File: config.mk
export PLATFORM = sky130hd
export DESIGN_NAME = lrdi_cfg_regs
export DESIGN_NICKNAME = d
export VERILOG_FILES = /design/src/sv/lrdi_pkg.sv /design/src/sv/lrdi_cfg_regs.sv
export SDC_FILE = /design/constraint.sdc
export NUM_CORES = 1
export LEC_CHECK = 0
export BUFFER_PORTS_ARGS = -buffer_cell sky130_fd_sc_hd__buf_2
export CORE_MARGIN = 4
export CORE_UTILIZATION = 49
export DETAILED_ROUTE_END_ITERATION = 10
export PLACE_DENSITY = 0.78
export SYNTH_ARGS = -nofsm -noshare
export SYNTH_HDL_FRONTEND = slang
export SYNTH_SLANG_ARGS = --single-unit
File: constraint.sdc
create_clock -name clk -period 1.12 [get_ports clk]
set_input_delay 0.056 -clock clk [delete_from_list [all_inputs] [get_ports clk]]
set_output_delay 0.056 -clock clk [all_outputs]
set_load 0.01 [all_outputs]
File: src/sv/lrdi_pkg.sv
// ----------------------------------------------------------------------------
// lrdi_pkg: shared types and constants
// Register indexes, reset values, interpolation mode codes and the
// configuration register bundle for the lidar ray depth interpolation gate.
// ----------------------------------------------------------------------------
package lrdi_pkg;

  localparam int DEPTH_W = 24;
  localparam int FRAC_W  = 16;
  localparam int STEP_W  = 16;
  localparam int RF_W    = 16;
  localparam int NOISE_W = 21;
  localparam int KIND_W  = 2;

  localparam int CFG_IDX_W  = 3;
  localparam int CFG_DATA_W = 24;

  localparam logic [CFG_IDX_W-1:0] CFG_IDX_MAX_STEP_V   = 3'd0;
  localparam logic [CFG_IDX_W-1:0] CFG_IDX_MAX_STEP_H   = 3'd1;
  localparam logic [CFG_IDX_W-1:0] CFG_IDX_RANGE_FLOOR  = 3'd2;
  localparam logic [CFG_IDX_W-1:0] CFG_IDX_RANGE_CEIL   = 3'd3;

  localparam logic [STEP_W-1:0]  RST_MAX_STEP_V   = 16'd1229;
  localparam logic [STEP_W-1:0]  RST_MAX_STEP_H   = 16'd1229;
  localparam logic [DEPTH_W-1:0] RST_RANGE_FLOOR  = 24'd1229;
  localparam logic [DEPTH_W-1:0] RST_RANGE_CEIL   = 24'd409600;

  localparam logic [KIND_W-1:0] KIND_BILINEAR = 2'd0;
  localparam logic [KIND_W-1:0] KIND_VERTICAL = 2'd1;
  localparam logic [KIND_W-1:0] KIND_HORIZ    = 2'd2;
  localparam logic [KIND_W-1:0] KIND_NONE     = 2'd3;

  typedef struct packed {
    logic [STEP_W-1:0]  max_step_v;
    logic [STEP_W-1:0]  max_step_h;
    logic [DEPTH_W-1:0] range_floor;
    logic [DEPTH_W-1:0] range_ceil;
  } cfg_regs_t;

endpackage

File: src/sv/lrdi_cfg_regs.sv
// ----------------------------------------------------------------------------
// lrdi_cfg_regs: configuration register file
// Holds the step limits and range limits; writes to unknown indexes are
// dropped.
// ----------------------------------------------------------------------------
module lrdi_cfg_regs (
  input  logic                                clk,
  input  logic                                rst_n,
  input  logic                                wr_en,
  input  logic [lrdi_pkg::CFG_IDX_W-1:0]      wr_index,
  input  logic [lrdi_pkg::CFG_DATA_W-1:0]     wr_data,
  output lrdi_pkg::cfg_regs_t                 regs
);
  import lrdi_pkg::*;

  cfg_regs_t regs_r;

  always_ff @(posedge clk) begin
    if (!rst_n) begin
      regs_r.max_step_v  <= RST_MAX_STEP_V;
      regs_r.max_step_h  <= RST_MAX_STEP_H;
      regs_r.range_floor <= RST_RANGE_FLOOR;
      regs_r.range_ceil  <= RST_RANGE_CEIL;
    end else if (wr_en) begin
      case (wr_index)
        CFG_IDX_MAX_STEP_V:  regs_r.max_step_v  <= wr_data[STEP_W-1:0];
        CFG_IDX_MAX_STEP_H:  regs_r.max_step_h  <= wr_data[STEP_W-1:0];
        CFG_IDX_RANGE_FLOOR: regs_r.range_floor <= wr_data[DEPTH_W-1:0];
        CFG_IDX_RANGE_CEIL:  regs_r.range_ceil  <= wr_data[DEPTH_W-1:0];
        default: ;
      endcase
    end
  end

  assign regs = regs_r;

endmodule

==> flow_summary.json <==
{
  "ctsHoldBuffers": 15,
  "cp_num_buf_inv": 1,
  "power_density_nw_per_um2": 1318,
  "fin_crit_sh_pct": 80.13,
  "min_period_ns": 0.8975,
  "largest_reg_flops": 80,
  "synth.top_cell.area_share_pct": 51.82,
  "first_pass_iters": 4,
  "rsz0062_at_grt": "no",
  "ys_warn_count": 0,
  "ir_drop_mv": 0.8168,
  "report.final.slew_viol_count": 0,
  "cpLargestDelayFamily": "flip-flops",
  "finish.utilization_pct": 70.49,
  "synth_nets": 332,
  "cts_buffers": 9,
  "stdcell_area_sq_um": 4248,
  "ys_async_sr_fraction_pct": 0,
  "antenna_cells": 0,
  "place_congestion": 0.7969,
  "clk_latency_ns": 0.34,
  "portBuffers": 109,
  "slew_headroom_pct": 79.20,
  "syn_inst": 302,
  "wl_um": 7364,
  "hold_violations": 0,
  "critPathMaxStageDelay_ns": 0.35,
  "wl_per_cell_um": 14.22,
  "clock.fmax_mhz": 1114,
  "dp_hpwl_um": 5280,
  "viasPerCell": 4.846,
  "p_leak_nw": 2.122,
  "hold_path_class": "in2reg",
  "rows": 28,
  "first_global_vias": 2489,
  "layoutNonFillerInstCount": 518,
  "grt_pass1_wl_um": 11940,
  "post_cts_buffers": 0,
  "yosys.cell_types.count": 14,
  "avgSynthCellArea_sq_um": 10.23,
  "synthToLayoutAreaGrowth_pct": 37.45,
  "setup_viol": 0,
  "worstPathMaxFanout": 2,
  "finalNetCount": 468,
  "ys_ff_latch": 80,
  "n_fill_cell": 482,
  "setup.worst_path.class": "reg2out",
  "synth.yosys.seq_area_share_pct": 51.82,
  "synth-main-ff-cell": "dfxtp_1",
  "placed_cell_area_sq_um": 3895,
  "grt_remaining_overflow": 0,
  "synth-edff-count": 0,
  "place_inst": 487,
  "synth_common_cells": "nand2_1, dfxtp_1, mux2i_1",
  "cts_resized": 0,
  "antenna_left": 0,
  "cp-end-kind": "output port",
  "syn_area_sq_um": 3090,
  "remaining_drc_errors": 0,
  "h-tree-depth": 3,
  "detail_route.iter0.violations": 60,
  "clockBufferDepth": 2,
  "die_area_sq_um": 7641,
  "ys_top_cells_by_area": "dfxtp_1, mux2i_1, nand2_1",
  "slowest_stage": "dfxtp_1",
  "die_x_um": 87.42,
  "seq_area_sq_um": 1602,
  "arrival_ns": 0.84,
  "critPathLaunchType": "flip-flop",
  "die_h_um": 87.42,
  "clkSinkCount": 80,
  "multiInputGateArea_sq_um": 1414,
  "clk_pin_slew_ns": 0.09,
  "pin_count": 110,
  "cts-root-buf": "clkbuf_8",
  "track_usage_pct": 20.06,
  "grt_max_degree": 58,
  "drive_gt1_share_pct": 34.09,
  "antenna_found_initial": 0,
  "path_cells": "buf_2",
  "core_sq_um": 6026,
  "start_util_pct": 51.29,
  "cts_tree": "yes",
  "via_count": 2510,
  "cp_data_required_time_ns": 1.06,
  "tightest_slew_ns": 0.3076,
  "yosysTopAreaCell": "dfxtp_1",
  "yosysMostFrequentCell": "nand2_1",
  "maxCapViolations": 0,
  "skew_ns": 0,
  "status": "completed"
}
-- stage by stage --
stage / setup slack, ns / power (mW) / setup TNS, ns / hold slack, ns
floorplan: 0.1458 / 3.254 / 0 / 0.1981
global placement: -0.009951 / 3.483 / -0.03370 / 0.3149
detailed placement: -0.04764 / 3.496 / -0.4463 / 0.3276
CTS: 0.2106 / 5.658 / 0 / 0.01484
global route: 0.1770 / 5.827 / 0 / 0.05273
finish: 0.2225 / 5.600 / 0 / 0.03032
-- final cells by class --
type                    instances  share of cell area [%]
clock buffers                   9                   2.916
clock inverters                 7                   1.856
multi-input cells             201                   33.28
flip-flops and latches         80                   37.70
well taps                      75                   2.209
repair buffers                146                   22.03
-- metal layers --
layer,GRT usage (%),vias to the layer above,part of all wire (%)
met3,6.055,9,8.2
met2,32.81,91,47
met5,0,-,0
met4,7.531,0,1.4
met1,24.78,1141,43
li1,-,1269,-
-- cells by family after synthesis --
group,Yosys count,synth area share [%]
flip-flops,80,51.82
multiplexers,80,25.91
buffers and inverters,21,3.320
AND/OR/NAND/NOR,121,18.95
-- cell usage in the layout, fill, tap and decap left out --
cell / Yosys / routed
and4b_1: 1 / 1
buf_12: 0 / 6
buf_2: 10 / 109
buf_4: 1 / 16
bufinv_16: 0 / 1
clkbuf_8: 0 / 9
clkinv_4: 0 / 1
clkinvlp_4: 0 / 3
dfxtp_1: 80 / 80
dlygate4sd3_1: 0 / 15
inv_6: 0 / 2
mux2i_1: 80 / 80
nand2_1: 83 / 83
nand4b_2: 1 / 1
nand4bb_1: 2 / 2
nor2b_1: 30 / 30
nor4b_2: 0 / 1
nor4bb_2: 0 / 1
nor4bb_4: 0 / 1
or4b_1: 1 / 1
-- path summary, 6_finish.rpt --
path         startpoint       end  slack (ns)  depth (start not counted)
min          wr_data[8]   regs[8]        0.03                          3
max reg2reg    regs[66]  regs[66]        0.46                          2
max            regs[22]  regs[22]        0.22                          1
min reg2reg    regs[39]  regs[39]        0.46                          2
-- where the power goes --
group          internal, mW  switching [mW]
Sequential             2.90          0.0311
Combinational         0.266           0.267
Clock                  1.05            1.08
Total                  4.22            1.38
Note: power is estimated with default switching activity, not from simulation.
